===== src/rtl/block_psnr_meter_macros.svh =====
// Assertion macros for the PSNR meter RTL.
// Each macro expects clk and rst_n in the scope where it is used.
`ifndef BLOCK_PSNR_METER_MACROS_SVH
`define BLOCK_PSNR_METER_MACROS_SVH

// same-cycle implication
`define PSNRM_ASSERT_NOW(lbl, ante, cons, msg) \
  lbl: assert property (@(posedge clk) disable iff (!rst_n) (ante) |-> (cons)) \
    else $error(msg);

// next-cycle implication
`define PSNRM_ASSERT_NEXT(lbl, ante, cons, msg) \
  lbl: assert property (@(posedge clk) disable iff (!rst_n) (ante) |=> (cons)) \
    else $error(msg);

`endif


===== src/rtl/psnrm_pkg.sv =====
// Shared types and constants of the PSNR meter.
// No dependencies; used by psnrm_ctrl, psnrm_dp and block_psnr_meter.
`timescale 1ns / 1ps
`default_nettype none

package psnrm_pkg;

  localparam int MAX_PIXELS = 4096;
  localparam int LOG_FRAC   = 28;

  localparam logic [15:0] PEAK_SQ  = 16'd65025;
  localparam logic [14:0] CAP_Q8   = 15'd25344;
  localparam logic [4:0]  E_START  = 5'd30;
  localparam logic [4:0]  ITER_LAST = 5'(LOG_FRAC - 1);

  // 10*log10(2) in Q32, split in two 17-bit halves
  localparam logic [33:0] TEN_LOG10_2_Q32 = 34'd12929139865;
  localparam logic [16:0] K_LO = TEN_LOG10_2_Q32[16:0];
  localparam logic [16:0] K_HI = TEN_LOG10_2_Q32[33:17];

  typedef struct packed {
    logic [7:0] pixel_a;
    logic [7:0] pixel_b;
    logic       is_last;
  } psnrm_in_t;

  typedef struct packed {
    logic [14:0] psnr_q8;
    logic        identical;
    logic [27:0] sum_sq;
    logic [12:0] pixel_total;
    logic        overflow;
  } psnrm_out_t;

  typedef enum logic [2:0] {
    ST_ACC,
    ST_LOAD,
    ST_NORM,
    ST_SQR,
    ST_DIFF,
    ST_MLO,
    ST_MADD,
    ST_DONE
  } psnrm_state_t;

  typedef struct packed {
    logic acc;
    logic log_load;
    logic log_sel;
    logic log_norm;
    logic log_sqr;
    logic save_ln;
    logic diff;
    logic mul_lo;
    logic mul_add;
    logic finish;
  } psnrm_cmd_t;

  typedef struct packed {
    logic sum_zero;
    logic norm_done;
  } psnrm_sts_t;

endpackage

`default_nettype wire


===== src/rtl/psnrm_ctrl.sv =====
// Sequencer of the PSNR meter: accumulate, two log2 passes, scale, emit.
// Depends on psnrm_pkg and block_psnr_meter_macros.svh.
`timescale 1ns / 1ps
`default_nettype none
`include "block_psnr_meter_macros.svh"

module psnrm_ctrl (
  input  wire logic                 clk,
  input  wire logic                 rst_n,
  input  wire logic                 in_valid,
  input  wire logic                 in_last,
  output logic                      in_ready,
  output logic                      out_valid,
  input  wire logic                 out_ready,
  input  wire psnrm_pkg::psnrm_sts_t sts,
  output psnrm_pkg::psnrm_cmd_t     cmd
);

  psnrm_pkg::psnrm_state_t state_r, state_nxt;
  logic       phase_r, phase_nxt;
  logic [4:0] itc_r, itc_nxt;
  logic       out_valid_r, out_valid_nxt;
  logic       emit;

  assign emit = (state_r == psnrm_pkg::ST_DONE) && (!out_valid_r || out_ready);

  always_comb begin
    state_nxt = state_r;
    phase_nxt = phase_r;
    itc_nxt   = '0;
    unique case (state_r)
      psnrm_pkg::ST_ACC: begin
        phase_nxt = 1'b0;
        if (in_valid && in_last) state_nxt = psnrm_pkg::ST_LOAD;
      end
      psnrm_pkg::ST_LOAD: begin
        state_nxt = sts.sum_zero ? psnrm_pkg::ST_DONE : psnrm_pkg::ST_NORM;
      end
      psnrm_pkg::ST_NORM: begin
        if (sts.norm_done) state_nxt = psnrm_pkg::ST_SQR;
      end
      psnrm_pkg::ST_SQR: begin
        itc_nxt = itc_r + 5'd1;
        if (itc_r == psnrm_pkg::ITER_LAST) begin
          itc_nxt = '0;
          if (phase_r) begin
            state_nxt = psnrm_pkg::ST_DIFF;
          end else begin
            phase_nxt = 1'b1;
            state_nxt = psnrm_pkg::ST_LOAD;
          end
        end
      end
      psnrm_pkg::ST_DIFF: state_nxt = psnrm_pkg::ST_MLO;
      psnrm_pkg::ST_MLO:  state_nxt = psnrm_pkg::ST_MADD;
      psnrm_pkg::ST_MADD: state_nxt = psnrm_pkg::ST_DONE;
      psnrm_pkg::ST_DONE: begin
        if (emit) state_nxt = psnrm_pkg::ST_ACC;
      end
      default: state_nxt = psnrm_pkg::ST_ACC;
    endcase
  end

  always_comb begin
    cmd      = '0;
    in_ready = 1'b0;
    unique case (state_r)
      psnrm_pkg::ST_ACC: begin
        in_ready = 1'b1;
        cmd.acc  = in_valid;
      end
      psnrm_pkg::ST_LOAD: begin
        cmd.log_load = !sts.sum_zero;
        cmd.log_sel  = phase_r;
        cmd.save_ln  = phase_r;
      end
      psnrm_pkg::ST_NORM: cmd.log_norm = 1'b1;
      psnrm_pkg::ST_SQR:  cmd.log_sqr  = 1'b1;
      psnrm_pkg::ST_DIFF: cmd.diff     = 1'b1;
      psnrm_pkg::ST_MLO:  cmd.mul_lo   = 1'b1;
      psnrm_pkg::ST_MADD: cmd.mul_add  = 1'b1;
      psnrm_pkg::ST_DONE: cmd.finish   = emit;
      default: cmd = '0;
    endcase
  end

  always_comb begin
    out_valid_nxt = out_valid_r;
    if (out_ready) out_valid_nxt = 1'b0;
    if (emit) out_valid_nxt = 1'b1;
  end

  always_ff @(posedge clk) begin
    if (!rst_n) begin
      state_r     <= psnrm_pkg::ST_ACC;
      phase_r     <= 1'b0;
      itc_r       <= '0;
      out_valid_r <= 1'b0;
    end else begin
      state_r     <= state_nxt;
      phase_r     <= phase_nxt;
      itc_r       <= itc_nxt;
      out_valid_r <= out_valid_nxt;
    end
  end

  assign out_valid = out_valid_r;

  `PSNRM_ASSERT_NOW(a_rise_from_done, $rose(out_valid_r), $past(state_r) == psnrm_pkg::ST_DONE, "result word raised outside done")
  `PSNRM_ASSERT_NEXT(a_last_starts_calc, in_valid && in_ready && in_last, state_r == psnrm_pkg::ST_LOAD, "last word did not start calculation")
  `PSNRM_ASSERT_NEXT(a_sqr_exit, state_r == psnrm_pkg::ST_SQR && itc_r == psnrm_pkg::ITER_LAST, state_r == psnrm_pkg::ST_LOAD || state_r == psnrm_pkg::ST_DIFF, "squaring pass did not end after its last step")

endmodule

`default_nettype wire


===== src/rtl/psnrm_dp.sv =====
// Datapath of the PSNR meter: accumulators, shared log2 unit, scaling, result word.
// Depends on psnrm_pkg and block_psnr_meter_macros.svh.
`timescale 1ns / 1ps
`default_nettype none
`include "block_psnr_meter_macros.svh"

module psnrm_dp (
  input  wire logic                  clk,
  input  wire logic                  rst_n,
  input  wire psnrm_pkg::psnrm_in_t  in_data,
  input  wire psnrm_pkg::psnrm_cmd_t cmd,
  output psnrm_pkg::psnrm_sts_t      sts,
  output psnrm_pkg::psnrm_out_t      out_data
);

  logic [27:0] sum_r;
  logic [12:0] cnt_r;
  logic        ovf_r;
  logic [30:0] m_r;
  logic [4:0]  e_r;
  logic [27:0] frac_r;
  logic [32:0] ln_r;
  logic [24:0] l20_r;
  logic [41:0] pp_lo_r, pp_hi_r;
  logic [58:0] macc_r;
  psnrm_pkg::psnrm_out_t out_r;

  logic [7:0]  dif;
  logic [15:0] dsq;
  logic [28:0] pk;
  logic [61:0] sq;
  logic [31:0] sqs;
  logic [32:0] ld;
  logic [32:0] ldif;
  logic [14:0] q;
  logic [14:0] psnr;

  assign dif  = (in_data.pixel_a > in_data.pixel_b) ? (in_data.pixel_a - in_data.pixel_b)
                                                    : (in_data.pixel_b - in_data.pixel_a);
  assign dsq  = dif * dif;
  assign pk   = psnrm_pkg::PEAK_SQ * cnt_r;
  assign sq   = m_r * m_r;
  assign sqs  = sq[61:30];
  assign ld   = {e_r, frac_r};
  assign ldif = ln_r - ld;
  assign q    = macc_r[58:44];
  assign psnr = (sum_r == '0 || q > psnrm_pkg::CAP_Q8) ? psnrm_pkg::CAP_Q8 : q;

  assign sts.sum_zero  = (sum_r == '0);
  assign sts.norm_done = m_r[30];

  always_ff @(posedge clk) begin
    if (!rst_n) begin
      sum_r <= '0;
      cnt_r <= '0;
      ovf_r <= 1'b0;
    end else if (cmd.finish) begin
      sum_r <= '0;
      cnt_r <= '0;
      ovf_r <= 1'b0;
    end else if (cmd.acc) begin
      if (cnt_r < 13'(psnrm_pkg::MAX_PIXELS)) begin
        sum_r <= sum_r + 28'(dsq);
        cnt_r <= cnt_r + 13'd1;
      end else begin
        ovf_r <= 1'b1;
      end
    end
  end

  always_ff @(posedge clk) begin
    if (cmd.log_load) begin
      m_r    <= cmd.log_sel ? {3'b000, sum_r} : {2'b00, pk};
      e_r    <= psnrm_pkg::E_START;
      frac_r <= '0;
    end else if (cmd.log_norm && !m_r[30]) begin
      m_r <= {m_r[29:0], 1'b0};
      e_r <= e_r - 5'd1;
    end else if (cmd.log_sqr) begin
      if (sqs[31]) begin
        m_r    <= sqs[31:1];
        frac_r <= {frac_r[26:0], 1'b1};
      end else begin
        m_r    <= sqs[30:0];
        frac_r <= {frac_r[26:0], 1'b0};
      end
    end
    if (cmd.save_ln) ln_r <= ld;
    if (cmd.diff) l20_r <= (ln_r > ld) ? ldif[32:8] : '0;
    if (cmd.mul_lo) begin
      pp_lo_r <= l20_r * psnrm_pkg::K_LO;
      pp_hi_r <= l20_r * psnrm_pkg::K_HI;
    end
    if (cmd.mul_add) macc_r <= 59'(pp_lo_r) + {pp_hi_r, 17'd0};
    if (cmd.finish) begin
      out_r.psnr_q8     <= psnr;
      out_r.identical   <= (sum_r == '0);
      out_r.sum_sq      <= sum_r;
      out_r.pixel_total <= cnt_r;
      out_r.overflow    <= ovf_r;
    end
  end

  assign out_data = out_r;

  `PSNRM_ASSERT_NOW(a_cnt_bound, 1'b1, cnt_r <= 13'(psnrm_pkg::MAX_PIXELS), "pair count beyond capacity")
  `PSNRM_ASSERT_NOW(a_sqr_normed, cmd.log_sqr, m_r[30], "squaring on unnormalized mantissa")
  `PSNRM_ASSERT_NEXT(a_finish_clears, cmd.finish, sum_r == '0 && cnt_r == '0 && !ovf_r, "block state not cleared after result")

endmodule

`default_nettype wire


===== src/rtl/block_psnr_meter.sv =====
// PSNR meter for 8-bit blocks: accumulates pixel pairs, then computes PSNR once per block.
// Uses psnrm_pkg, psnrm_ctrl and psnrm_dp.
// Pixel pairs are taken one per cycle. After the word marked last, input stalls while one
// shared log2 unit (one 31x31 squaring per cycle) computes log2(65025*count) and log2(sum),
// then a split multiply (low and high halves of the constant) scales to dB. When the sum is
// zero the log passes are skipped; otherwise each log pass normalizes its operand with left
// shifts (3 to 15 and 3 to 30) and then takes 28 squaring steps. A finished result waits
// in an output register; the next block starts once it has been loaded there.
`timescale 1ns / 1ps
`default_nettype none

module block_psnr_meter (
  input  wire logic                  clk,
  input  wire logic                  rst_n,
  input  wire logic                  in_valid,
  output logic                       in_ready,
  input  wire psnrm_pkg::psnrm_in_t  in_data,
  output logic                       out_valid,
  input  wire logic                  out_ready,
  output psnrm_pkg::psnrm_out_t      out_data
);

  psnrm_pkg::psnrm_cmd_t cmd;
  psnrm_pkg::psnrm_sts_t sts;

  psnrm_ctrl u_ctrl (
    .clk       (clk),
    .rst_n     (rst_n),
    .in_valid  (in_valid),
    .in_last   (in_data.is_last),
    .in_ready  (in_ready),
    .out_valid (out_valid),
    .out_ready (out_ready),
    .sts       (sts),
    .cmd       (cmd)
  );

  psnrm_dp u_dp (
    .clk      (clk),
    .rst_n    (rst_n),
    .in_data  (in_data),
    .cmd      (cmd),
    .sts      (sts),
    .out_data (out_data)
  );

endmodule

`default_nettype wire


===== config.mk =====
export PLATFORM = sky130hd
export DESIGN_NAME = block_psnr_meter
export DESIGN_NICKNAME = d
export VERILOG_FILES = /design/src/rtl/psnrm_pkg.sv /design/src/rtl/psnrm_ctrl.sv /design/src/rtl/psnrm_dp.sv /design/src/rtl/block_psnr_meter.sv
export VERILOG_INCLUDE_DIRS = /design/src /design/src/rtl
export SDC_FILE = /design/constraint.sdc
export NUM_CORES = 2
export LEC_CHECK = 0
export ABC_AREA = 1
export BUFFER_PORTS_ARGS = -buffer_cell sky130_fd_sc_hd__buf_2
export CAP_MARGIN = 5
export CORE_AREA = 2 2 346 348
export CTS_CLUSTER_DIAMETER = 200
export DETAILED_ROUTE_END_ITERATION = 8
export DIE_AREA = 0 0 348 350
export GPL_TIMING_DRIVEN = 0
export PLACE_DENSITY_LB_ADDON = 0.3
export RECOVER_POWER = 50
export SLEW_MARGIN = 20
export SYNTH_ARGS = -nofsm -noshare
export SYNTH_HDL_FRONTEND = slang
export SYNTH_SLANG_ARGS = --single-unit

===== constraint.sdc =====
create_clock -name clk -period 6.4 [get_ports clk]
set_input_delay 1.28 -clock clk [delete_from_list [all_inputs] [get_ports clk]]
set_output_delay 1.28 -clock clk [all_outputs]
set_load 0.02 [all_outputs]

# ---- Word level (Yosys, flattened, before mapping)
# Index checks and enable logic that the tools add are counted.
dict set report word_totals {
  reg_bits 375
  in_bits 21
  out_inout_bits 60
  elab_cells 101
}
dict set report classes {
  addsub 8
  mul 5
  order_cmp 4
  n_eq_ne 12
  n_mux 28
  bitwise 4
  n_reduce_logical 20
}
# cell count
set op_table {}
lappend op_table {{31-bit two-way mux} 4}
lappend op_table {{25-bit by 17-bit multiplier with 42-bit output (second input constant)} 2}
lappend op_table {{31-bit by 31-bit multiplier with 62-bit output} 1}
lappend op_table {{42-bit by 59-bit adder with 59-bit output} 1}
lappend op_table {{33-bit > comparator} 1}
lappend op_table {{33-bit subtractor} 1}
lappend op_table {{16-bit by 13-bit multiplier with 29-bit output (first input constant)} 1}
lappend op_table {{29-bit two-way mux} 1}
lappend op_table {{28-bit by 16-bit adder with 28-bit output} 1}
lappend op_table {{28-bit zero test} 1}
lappend op_table {{3-bit one-hot mux with 8 select lines} 1}
lappend op_table {{3-bit two-way mux} 6}
lappend op_table {{8-bit by 8-bit multiplier with 16-bit output} 1}
lappend op_table {{8-bit subtractor} 2}
lappend op_table {{15-bit > comparator (second input constant)} 1}
lappend op_table {{13-bit by 1-bit adder with 13-bit output (second input constant)} 1}
lappend op_table {{13-bit < comparator (second input constant)} 1}
lappend op_table {{1-bit two-way mux} 13}
lappend op_table {{3-bit equality test (second input constant)} 4}
lappend op_table {{8-bit > comparator} 1}
lappend op_table {{8-bit two-way mux} 1}
lappend op_table {{2-bit by 1-bit != test with 1-bit output (second input constant)} 4}
lappend op_table {{2-bit AND reduction} 4}
lappend op_table {{3-bit by 2-bit equality test with 1-bit output (second input constant)} 2}
lappend op_table {{16 further kinds} 25}

# ---- Longest topological paths before layout
dict set report depth {
  ltp_word 5
  depth_mapped 41
}

# ---- Cells and area by module
# Synthesis repeated with hierarchy kept, for this count alone.
dict set report unflattened {
  cells_unflattened 7340
  hier_area_um2 60899.7
}
# mod instances cells_each area_each_um2
set by_module_without_submodules {}
lappend by_module_without_submodules {psnrm_dp 1 7253 60316.6}
lappend by_module_without_submodules {psnrm_ctrl 1 87 583.1}

# ---- Least setup slack after synthesis
# No wires, ideal clock.
dict set report synth_timing {
  path_type {reg-to-reg}
  from {register u_dp.m_r[8]}
  to {register u_dp.m_r[17], data pin}
  setup_time_ns 0.257
  t_arrival_ns 6.808
  required_time_ns 6.143
  path_slack_ns -0.665
  path_stages_with_launch 31
  synth_period_minus_slack_ns 7.065
  path_cell_list {edfxtp_1 > clkbuf_1 > buf_1 > nand2_1 > fa_1 > fa_1 > inv_1 > fa_1 > inv_1 > fa_1 > inv_1 > fa_1 > fa_1 > fa_1 > inv_1 > fa_1 > inv_1 > ha_1 > nand2_1 > nor2_1 > nand2_1 > nand2_1 > nand2_1 > nand2_1 > a21oi_2 > nand3_1 > nand2_4 > buf_6 > nand4_1 > nand3_1 > nand2_1}
}
dict set report synth_via {
  elab_chain_cells 5
}
# element line
set synth_rtl {}
lappend synth_rtl {{from (decl)} psnrm_dp.sv:19} ;# logic [30:0] m_r;
lappend synth_rtl {{from (signal assigned)} psnrm_dp.sv:73} ;# m_r <= cmd.log_sel ? {3'b000, sum_r} : {2'b00, pk};
lappend synth_rtl {{from (signal assigned)} psnrm_dp.sv:77} ;# m_r <= {m_r[29:0], 1'b0};
lappend synth_rtl {{from (signal assigned)} psnrm_dp.sv:81} ;# m_r <= sqs[31:1];
lappend synth_rtl {{31-bit by 31-bit multiplier with 62-bit output} psnrm_dp.sv:42} ;# assign sq = m_r * m_r;
lappend synth_rtl {{31-bit two-way mux} psnrm_dp.sv:80} ;# if (sqs[31]) begin
lappend synth_rtl {{31-bit two-way mux} psnrm_dp.sv:79} ;# end else if (cmd.log_sqr) begin
lappend synth_rtl {{31-bit two-way mux} psnrm_dp.sv:76} ;# end else if (cmd.log_norm && !m_r[30]) begin
lappend synth_rtl {{31-bit two-way mux} psnrm_dp.sv:72} ;# if (cmd.log_load) begin
# No other way between the ends. The select of a mux whose other input is x is not followed.
# A chain may end at the register's enable or synchronous reset.

# ---- Worst setup path in the final report
dict set report layout_timing {
  from {register u_dp.m_r[20]}
  to {register u_dp.m_r[17], data pin}
}
# Same word-level chain as after synthesis.

==> key figures <==
Detailed routing
  • Final wirelength: 189,000 um
  • Drt first pass iters: 8
  • Post-route antenna net violation count: 0
  • DRC Markers: 0
  • Post-DR wirelength/cell: 20.4 um
  • Via count: 49,600
  • DR iter-0 viols: 4,027
  • Via density per instance: 5.37

Setup path
  • Crit start category: flip-flop
  • CP max FO: 10
  • WS Path Type: flip-flop to flip-flop
  • Slowest stage delay, CP: 0.56 ns
  • Worst Path Required: 6.72 ns
  • CP Capture Type: flip-flop
  • Worst path slowest cell: fa_1
  • Most frequent CP cell: fa_1
  • Worst path arrival time: 7.98 ns

GRT
  • Gr ovfl total: 0
  • Total GRT Usage: 0.316
  • Largest net degree at the start of global routing: 26
  • Initial antenna violation count: 6
  • Vias in the first global route: 51,400
  • First-pass GRT wire length: 293,000 um

Synth
  • Synthesized cell area: 0.0609 mm2
  • Area leader, netlist: fa_1
  • Synth Instances: 7,374
  • EDFF count, synth: 229
  • Post-Syn Area per Cell: 8.25 um2
  • Synth Register Bits: 314
  • Syn_nets: 9,188
  • Share of flip-flops with an asynchronous set or reset: 0
  • Primary FF master, synth: edfxtp_1
  • Synth warn: 0
  • Cell variety after synth: 63
  • Post-synth top area share: 0.320
  • Top cells by area, synth: fa_1 32%, ha_1 17%, inv_1 12%
  • Post-synthesis sequential area ratio: 0.141

STA
  • RSZ-0062 raised after global routing: true
  • Clk_skew: 0.0443 ns
  • Fin crit share: 1.20
  • Fin worst setup slack: -1.26 ns
  • Final Hold Slack: 0.426 ns
  • Fin. Hold Viols: 0
  • TNS Setup: -37.51 ns
  • Worst slew margin: -0.359
  • Minimum clock period: 7.66 ns
  • Slew of the pin with the lowest slew margin: 2.03 ns
  • Max-slew violation count: 26
  • Final Setup Violations: 32
  • Max Freq: 0.130 GHz

Clocking
  • CTS H-tree lvls: 2
  • Cts bufs inserted: 35
  • Root Buffer Master: clkbuf_16
  • CTS Sinks: 314
  • Clock Tree Buf Depth: 3
  • TritonCTS clock tree: yes
  • Cts-stage hold buffer count: 0
  • Clk_lat worst skew: 0.59 ns
  • Reg clk slew, reported paths: 0.07 ns

Final layout
  • Fill count: 10,500
  • Final nets: 9,474
  • Share of layout cells above drive strength 1: 0.0985
  • Area Overhead vs Synth: 12.0%

Floorplanning
  • Die ar.: 0.122 mm2
  • Die W: 348 um
  • Initial Util: 0.517
  • Core area: 0.118 mm2
  • I/O pin cnt: 81
  • Row count: 126
  • Die Span Y: 350 um

Placed design
  • HPWL after DPL: 157,000 um
  • Routability-driven placement congestion ratio: 1.04
  • Worst slack, placed: -2.50 ns
  • # port buffers: 80

Run status
  • Outcome: finished, violations left
  • Violated checks: capacitance limit, slew limit, setup timing

Worst hold path
  • Hold Path Class: flip-flop to flip-flop

Run
  • Total of max-cap violations: 1
==> cell type report <==
type                    instances  area (um2)  share of cell area
inverters                    2022        7610               0.112
clock inverters                19         245             0.00360
flip-flops and latches        314        8580               0.126
multi-input cells            4900       45500               0.668
repair buffers                252        1910              0.0280
plain buffers                 135        1410              0.0207
well taps                    1536        1920              0.0282
clock buffers                  45         955              0.0140
diodes                          1        2.50           0.0000367
==> synthesized netlist by cell type (all sizes together) (2+ instances only) <==
| master | number |
|---|---|
| inv | 2021 |
| nand2 | 1526 |
| fa | 974 |
| ha | 819 |
| nor2 | 413 |
| a21oi | 344 |
| edfxtp | 229 |
| nand3 | 190 |
| o21ai | 184 |
| xor2 | 109 |
| clkbuf | 106 |
| dfxtp | 85 |
| nor3 | 56 |
| nand4 | 47 |
| xnor2 | 43 |
| o21bai | 35 |
| buf | 33 |
| a31oi | 26 |
| a21o | 23 |
| nor4 | 21 |
| o211ai | 12 |
| or2 | 12 |
| a21boi | 11 |
| nand3b | 8 |
| o21a | 8 |
| a211oi | 7 |
| o221ai | 6 |
| a22oi | 3 |
| a31o | 3 |
| and3 | 3 |
| o2111ai | 3 |
| a221oi | 2 |
| o22ai | 2 |
==> worst max-delay path: cells and delay by family, from the launching register on <==
family | cells | cell delay, ns
simple gates | 12 | 1.66
flops | 1 | 0.38
fa+ha+maj | 9 | 4.38
buf+inv | 7 | 0.92
==> metal layers <==
layer	global-route usage	share of wire	vias up	wire, um
met2	0.515	0.46	2005	86100
met1	0.420	0.41	24200	76500
li1	-	-	22900	-
met3	0.0528	0.086	483	16300
met5	0	0.00014	-	26
met4	0.127	0.051	4	9660
==> stage by stage <==
step                      area [um2]  instances   util
after floorplan                61000       7374      -
after CTS                      67400       9190  0.572
after global placement         63300       8990  0.538
final                          68200       9224  0.579
after global routing           68200       9223  0.579
after detailed placement       63500       9008  0.540
==> placed cells by master (no fill, tap or decap), types with 42 or more instances in the layout <==
master     netlist  routed
clkbuf_1       105      64
nand2_2         14      93
nand2_1       1509    1402
clkbuf_16        0      51
ha_1           819     785
xnor2_1         43      42
buf_2           10      74
a21oi_1        339     319
nor2_1         403     368
dfxtp_1         85      85
nand3_1        188     166
inv_1         2006    1977
nor3_1          52      48
buf_4            3     131
fa_1           974     935
nand4_1         47      47
xor2_1         109     108
o21ai_0        175     165
edfxtp_1       229     229
==> state kept, by name (all words and copies together), names as in the netlist <==
signal,flops
u_dp.out_data,58
u_dp.pp_hi_r,42
u_dp.ln_r,33
u_dp.m_r,31
u_dp.frac_r,28
u_dp.sum_r,28
u_dp.l20_r,25
u_dp.pp_lo_r,25
u_dp.macc_r,15
u_dp.cnt_r,13
u_ctrl.itc_r,5
u_dp.e_r,5
u_ctrl.state_r,3
u_ctrl.out_valid,1
u_ctrl.phase_r,1
u_dp.ovf_r,1
==> logic make-up after synthesis <==
logic type	count (synthesis)	synth area share
AND/OR/NAND/NOR	2279	0.152
buffers and inverters	2161	0.134
adder cells (fa/ha/maj)	1793	0.489
AO/OA/AOI/OAI	674	0.0618
flip-flops	314	0.141
XOR/XNOR	152	0.0219
multiplexers	1	0.000164
==> what timing repair did <==
action	CTS	global route
setup endpoints to repair	45	47
pin swaps	123	93
cloned	2	1
gates resized for setup	439	194
buffers inserted	118	35
==> final timing paths <==
path	from	to	slack (ns)	cells after the start
max	u_dp.m_r[20]	u_dp.m_r[17]	-1.26	28
min	u_dp.e_r[1]	u_dp.ln_r[29]	0.43	0
max reg2reg	u_dp.m_r[20]	u_dp.m_r[17]	-1.26	28
min reg2reg	u_dp.e_r[1]	u_dp.ln_r[29]	0.43	0
Power is left out: the tool's default activity adds up to more than one toggle a clock period on the data nets, which glitch-free logic cannot reach.
